$ cat config.mk
export PLATFORM = sky130hd
export DESIGN_NAME = wvac_div
export DESIGN_NICKNAME = d
export VERILOG_FILES = /design/src/sv/wvac_div.sv
export SDC_FILE = /design/constraint.sdc
export NUM_CORES = 1
export LEC_CHECK = 0
export ABC_AREA = 0
export BUFFER_PORTS_ARGS = -buffer_cell sky130_fd_sc_hd__buf_2
export CORE_MARGIN = 2
export CORE_UTILIZATION = 50
export CTS_CLUSTER_DIAMETER = 120
export DETAILED_ROUTE_END_ITERATION = 8
export GPL_TIMING_DRIVEN = 1
export PLACE_DENSITY_LB_ADDON = 0.2
export SYNTH_ARGS = -nofsm -noshare
export SYNTH_HDL_FRONTEND = slang
export SYNTH_SLANG_ARGS = --single-unit
$ cat constraint.sdc
create_clock -name clk_i -period 3.7 [get_ports clk_i]
set_input_delay 0.555 -clock clk_i [delete_from_list [all_inputs] [get_ports clk_i]]
set_output_delay 0.555 -clock clk_i [all_outputs]
set_load 0.01 [all_outputs]
$ cat src/sv/wvac_div.sv
`timescale 1ns / 1ps
// Iterative restoring unsigned divider, one quotient bit per cycle.
// Uses no package items; instantiated by the top level.
module wvac_div #(
  parameter int DVD_W = 80
) (
  input  logic             clk_i,
  input  logic             rst_ni,
  input  logic             start_i,
  input  logic [DVD_W-1:0] dividend_i,
  input  logic [63:0]      divisor_i,
  output logic             done_o,
  output logic [DVD_W-1:0] quotient_o
);

  localparam int CNT_W = $clog2(DVD_W + 1);

  logic             busy_q;
  logic             done_q;
  logic [CNT_W-1:0] cnt_q;
  logic [DVD_W-1:0] dvd_q;
  logic [DVD_W-1:0] quo_q;
  logic [63:0]      rem_q;
  logic [63:0]      dsr_q;
  logic [64:0]      rem_sh;
  logic [64:0]      rem_nx;
  logic             fits;

  // Shift in the next dividend bit and trial-subtract
  always_comb begin
    rem_sh = {rem_q, dvd_q[DVD_W-1]};
    fits   = rem_sh >= {1'b0, dsr_q};
    rem_nx = fits ? (rem_sh - {1'b0, dsr_q}) : rem_sh;
  end

  // Control: load on start, count down one bit per cycle
  always_ff @(posedge clk_i or negedge rst_ni) begin
    if (!rst_ni) begin
      busy_q <= 1'b0;
      done_q <= 1'b0;
      cnt_q  <= '0;
    end else begin
      done_q <= 1'b0;
      if (start_i) begin
        busy_q <= 1'b1;
        cnt_q  <= CNT_W'(DVD_W);
      end else if (busy_q) begin
        cnt_q <= cnt_q - CNT_W'(1);
        if (cnt_q == CNT_W'(1)) begin
          busy_q <= 1'b0;
          done_q <= 1'b1;
        end
      end
    end
  end

  // Datapath: dividend, remainder and quotient shift registers
  always_ff @(posedge clk_i) begin
    if (start_i) begin
      dvd_q <= dividend_i;
      dsr_q <= divisor_i;
      rem_q <= '0;
      quo_q <= '0;
    end else if (busy_q) begin
      dvd_q <= {dvd_q[DVD_W-2:0], 1'b0};
      rem_q <= rem_nx[63:0];
      quo_q <= {quo_q[DVD_W-2:0], fits};
    end
  end

  assign done_o     = done_q;
  assign quotient_o = quo_q;

endmodule

==> qor.yml, run 1 <==
crit_type: "register to register"
via_count: 12000
syn_area_per_cell_um2: 10.0
crit_chain: "inv_1 -> ha_1 -> nor2b_1 -> o31a_1 -> or3_1 -> a21oi_2 -> a2111oi_4 -> o2111a_1 -> o211a_1 -> nor2_4 -> buf_4 -> nand2_1 -> a311oi_1"
met3_length_mm: 2.60
top_level_ports: 228
root_buffer: "clkbuf_16"
relSlewSlack: 0.215
initial_utilization: 0.507
dpl_cell_area_mm2: 0.0170
swShare: 0.356
grt_pass1_vias: 11900
routed_wl_mm: 35.5
finalCritPeriodShare: 0.942
combPwrFrac: 0.378
power.switching_w: 0.00428
postRouteAntennaNets: 0
register_area_mm2: 0.00744
clock_power_share: 0.269
clock_path_buffers: 3
path_delay_family: "compound AO/OA/AOI/OAI gates"
cts_max_level: 2
wl_per_cell_um: 16.2
layout.nets: 1972
first_pass_iters: 5
overflow: 0
path_clk_slew_ps: 60
area_delta_synth_final_pct: 17.6
synth_seq_area_share: 0.481
synth_ff_type: "edfxtp_1"
synth_cells: 1547
die_y_um: 180
syn-cell-area_mm2: 0.0155
rsz0062_at_grt: "no"
internal_power_w: 0.00775
crit_required_ps: 4100
max_stage_delay_ps: 410
min_path_cells: 1
ys_ff_latch: 297
drv_cap: 0
ys_types: 73
worst_slew_pin_slew_ps: 1180
p_leak_nw: 8.29
wl_met1_mm: 15.7
worst_r2r_path_depth: 13
crit_slowest_cell: "edfxtp_1"
final-setup-viol-count: 0
die_w_um: 180
worst-path-stages: 13
dieArea_mm2: 0.0323
rows: 64
clk_latency_ps: 520
cp-end-kind: "register"
worst_hold_slack_ps: 206
synth_nets: 1761
ff2ff_setup_slack_ps: 210
critPathMaxFanout: 17
status: "complete, no violations"
grt_max_degree: 131
synth-edff-count: 144
dp_hpwl_mm: 24.9
ys_warn_count: 0
path_buf_inv: 2
peakVddDrop_v: 0.000393
cts_sinks: 297
via_per_inst: 5.49
drive_gt1_frac: 0.231
fin_tns_setup_ps: 0
arrival_ps: 3890
portBuffers: 227
grt_pass1_wl_mm: 58.2
place_congestion: 0.895
fin_skew_ps: 13.6
fmax_ghz: 0.287
power_density_mw_per_mm2: 661
cts_buffers: 34
top_layer: "met5"
synthArstFlopShare: 0.0303
multiInputGateArea_mm2: 0.00734
route.met2.wl_mm: 16.1
cts_tree: "yes"
core_mm2: 0.0305
fill_cells: 2658
gr-usage-all-layers: 0.214
drv_slew: 0
hold_viol_final: 0
antenna_found_initial: 12
crit_path_start_kind: "register"
drtIter0Drc: 811
hold_class: "input pin to register"
fin_area_mm2: 0.0182
post-route-drc-count: 0
layout_min_cycle_time_ps: 3490
p_seq_frac: 0.352
[final cells by class]
class,instances,share of cell area
multi-input combinational,1074,0.404
tap,396,0.0273
clock inverter,12,0.00585
timing repair buffer,261,0.0807
clock buffer,49,0.0538
inverter,90,0.0186
antenna,8,0.00110
sequential,297,0.409
[per-layer routing]
metal / track usage / vias to the layer above
li1: - / 5992
met2: 0.348 / 269
met5: 0 / -
met1: 0.272 / 5655
met3: 0.0660 / 86
met4: 0.0673 / 10
[cells by family after synthesis]
family | after synthesis | share of synthesized area
compound gates | 327 | 0.143
xor+xnor | 58 | 0.0329
fa+ha+maj | 67 | 0.0547
buf+inv | 177 | 0.0473
flops | 297 | 0.481
mux | 164 | 0.113
simple gates | 457 | 0.129
[synthesized netlist by cell type (12+ instances only)]
master	n	share of area
nor3_1	14	0.0045
mux2i_1	85	0.055
xnor2_1	39	0.022
o211ai_1	12	0.0058
a21oi_1	102	0.033
clkbuf_1	66	0.016
a311oi_1	48	0.027
xor2_1	19	0.011
nand3_1	16	0.0052
mux2_2	79	0.058
o21bai_1	17	0.0083
ha_1	66	0.053
dfxtp_1	144	0.19
nand2_1	166	0.040
nor2_1	181	0.044
edfxtp_1	144	0.28
o21ai_0	55	0.018
nand4_1	24	0.0097
inv_1	90	0.022
a21o_1	19	0.0092
[layout by cell type (no fill, tap or decap), types with 9 or more instances in the layout]
master / synthesis / final
o211ai_1: 12 / 12
buf_4: 1 / 28
mux2i_1: 85 / 85
nand3_1: 16 / 16
xnor2_1: 39 / 39
inv_1: 90 / 90
a311oi_1: 48 / 47
mux2_2: 79 / 79
clkbuf_1: 66 / 9
nor2_1: 181 / 181
o21bai_1: 17 / 17
a211oi_1: 11 / 11
edfxtp_1: 144 / 144
or3_1: 10 / 10
nor3_1: 14 / 14
dfxtp_1: 144 / 144
ha_1: 66 / 65
clkbuf_16: 0 / 35
xor2_1: 19 / 19
a21o_1: 19 / 19
nand4_1: 24 / 24
buf_2: 7 / 226
o21ai_0: 55 / 55
a21oi_1: 102 / 99
nand2_1: 166 / 166
[power groups by stage]
stage               Sequential [W]  Clock, W  Combinational, W
floorplan                  0.00421         0           0.00338
global placement           0.00428         0           0.00435
detailed placement         0.00429         0           0.00440
CTS                        0.00424   0.00332           0.00443
global route               0.00429   0.00347           0.00504
finish                     0.00424   0.00324           0.00455
[flip-flops by register name, summed over array words and instances (netlist names)]
register,count
dvd_q,80
rem_q,64
cnt_q,7
done_o,1
quotient_o,80
dsr_q,64
busy_q,1
[repair_timing]
action,in CTS,in global routing
gates resized for setup,0,6
endpoints found under the setup margin,0,24
hold endpoints to repair,9,0
setup buffers,0,4
hold buffers,1,0
[stage by stage]
stage / setup slack (ps) / instances / total power [W] / util
6_report: 215 / 2187 / 0.0120 / 0.596
5_1_grt: 52.6 / 2182 / 0.0128 / 0.596
4_1_cts: 177 / 2174 / 0.0120 / 0.593
3_3_place_gp: 318 / 2112 / 0.00863 / 0.557
3_5_place_dp: 195 / 2112 / 0.00869 / 0.557
2_1_floorplan: 604 / 1547 / 0.00759 / -
[worst paths after layout]
| path | end | from |
|---|---|---|
| max | rem_q[46] | dsr_q[1] |
| min | dsr_q[47] | divisor_i[47] |
| max reg2reg | rem_q[46] | dsr_q[1] |
| min reg2reg | rem_q[58] | rem_q[57] |
| max in group asynchronous | busy_q | rst_ni |
| min in group asynchronous | done_o | rst_ni |
No activity file was read; power rests on OpenSTA's default activity.
==> inputs of run 2 (changes only) <==
==> constraint.sdc (replaced) <==
create_clock -name clk_i -period 4.3 [get_ports clk_i]
set_input_delay 0.645 -clock clk_i [delete_from_list [all_inputs] [get_ports clk_i]]
set_output_delay 0.645 -clock clk_i [all_outputs]
set_load 0.01 [all_outputs]
==> run 2 against run 1 <==
Effect of this change:
- die area did not move
- critical endpoint is now rem_q[7]
- largest power group is now registers
- wire length fell by 1.2%
- clock power shrank 14%
- total power decreased by 16%
- global-route usage fell by 0.079 points
- register-to-register slack improved by 270 ps
- design area fell by 1.5%
- via count down 1.3%
- final cell count shrank 1.5%
==> qor.yml, run 2 (synthesis results as in run 1) <==
post-route-drc-count: 0  # unchanged
via_per_inst: 5.50  # +0.20%
cts_buffers: 34  # unchanged
die_y_um: 180  # unchanged
top_level_ports: 228  # unchanged
root_buffer: "clkbuf_16"
worst_slew_pin_slew_ps: 1070  # -104 ps
final_common_cell: "buf_2"
path_buf_inv: 1  # -1
fmax_ghz: 0.262  # -8.7%
core_mm2: 0.0305  # unchanged
overflow: 0  # unchanged
relSlewSlack: 0.285  # +0.0691
die_w_um: 180  # unchanged
grt_pass1_vias: 11700  # -2.0%
arrival_ps: 4180  # +290 ps
layout.nets: 1944  # -1.4%
fin_skew_ps: 12.6  # -1.04 ps
postCtsHoldBufs: 1  # unchanged
peakVddDrop_v: 0.000419  # +6.7%
fin_tns_setup_ps: 0  # unchanged
power_density_mw_per_mm2: 565  # -15%
crit_type: "register to register"
grt_pass1_wl_mm: 58.0  # -0.41%
rows: 64  # unchanged
utilization: 0.587  # -0.00923
clk_latency_ps: 520  # about the same
antenna_found_initial: 12  # unchanged
path_delay_family: "compound AO/OA/AOI/OAI gates"
cts_resized: 0  # unchanged
area_delta_synth_final_pct: 15.8
layout_min_cycle_time_ps: 3820  # +330 ps
gr-usage-all-layers: 0.213  # -0.000789
grt_max_degree: 166  # +27%
rsz0062_at_grt: "no"
cts_max_level: 2  # unchanged
mostFrequentLayoutCells: "buf_2, nor2_1, nand2_1"
first_pass_iters: 5  # unchanged
status: "complete, no violations"
crit_path_start_kind: "register"
via_count: 11900  # -1.3%
cts_tree: "yes"
drv_cap: 0  # unchanged
crit_chain: "inv_1 -> ha_1 -> nor2b_1 -> o31a_1 -> or3_1 -> a21oi_1 -> a2111oi_2 -> o2111a_1 -> o211ai_1 -> nand2_4 -> o211ai_1 -> a21oi_1"
cp-end-kind: "register"
clock_path_buffers: 3  # unchanged
postRouteAntennaNets: 0  # unchanged
path_clk_slew_ps: 60  # about the same
worst_hold_slack_ps: 300  # +93.6 ps
p_leak_nw: 8.14  # -1.8%
place_congestion: 0.880  # -1.7%
drv_slew: 0  # unchanged
drtIter0Drc: 873  # +7.6%
crit_required_ps: 4670  # +570 ps
cts_setup_buffers: 0  # unchanged
drive_gt1_frac: 0.216  # -0.0149
critPathMaxFanout: 61  # +44
initial_utilization: 0.507  # unchanged
hold_viol_final: 0  # unchanged
final-setup-viol-count: 0  # unchanged
wl_per_cell_um: 16.3  # +0.31%
max_stage_delay_ps: 500  # +90 ps
cts_sinks: 297  # unchanged
hold_class: "input pin to register"
routed_wl_mm: 35.0  # -1.2%
finalCritPeriodShare: 0.887  # -0.0546
crit_slowest_cell: "nand2_4"
portBuffers: 227  # unchanged
dp_hpwl_mm: 24.1  # -3.4%
dieArea_mm2: 0.0323  # unchanged
[run 2: changes by cell type in the layout (fill, tap and decap cells not counted), moves of 2 or more]
cell,previous run,this run
clkbuf_8,5,2
buf_4,28,3
a21oi_1,99,102
buf_12,5,3
diode_2,8,5
clkinv_2,3,5
a21oi_2,3,0
[run 2: report_power, final]
part           total [W]  internal (W)  switching [W]
Combinational    0.00365       0.00146        0.00220
Sequential       0.00365       0.00338       0.000265
Clock            0.00280       0.00166        0.00115
[run 2: area by class of cell]
| type | instances | area, µm² |
|---|---|---|
| fill | 2708 | 12600 |
| sequential | 297 | 7440 |
| multi-input combinational | 1073 | 7300 |
| timing repair buffer | 234 | 1240 |
| clock buffer | 45 | 933 |
| tap | 396 | 495 |
| inverter | 90 | 338 |
| clock inverter | 14 | 144 |
| antenna | 5 | 12.5 |
[run 2: final timing paths]
path	cells past startpoint	startpoint	slack [ps]	to
min in group asynchronous	2	rst_ni	510	cnt_q[5]
hold reg to reg	2	rem_q[57]	490	rem_q[58]
hold / removal	1	divisor_i[2]	300	dsr_q[2]
setup reg to reg	12	dsr_q[1]	480	rem_q[7]
max in group asynchronous	2	rst_ni	3580	busy_q
setup / recovery	12	dsr_q[1]	480	rem_q[7]
[run 2: layer usage]
metal	GRT usage	wire length, µm
met4	0.0709	1040
met3	0.0630	2560
met1	0.278	15900
met2	0.340	15400
met5	0	74
[run 2: through the flow]
step / area (µm²) / std cells / power (W) / setup slack, ps
after floorplan: 15500 / 1547 / 0.00653 / 1200
after global placement: 16800 / 2089 / 0.00726 / 629
after detailed placement: 16800 / 2089 / 0.00731 / 473
after CTS: 17900 / 2149 / 0.0102 / 439
after global routing: 17900 / 2151 / 0.0108 / 101
final: 17900 / 2154 / 0.0101 / 485
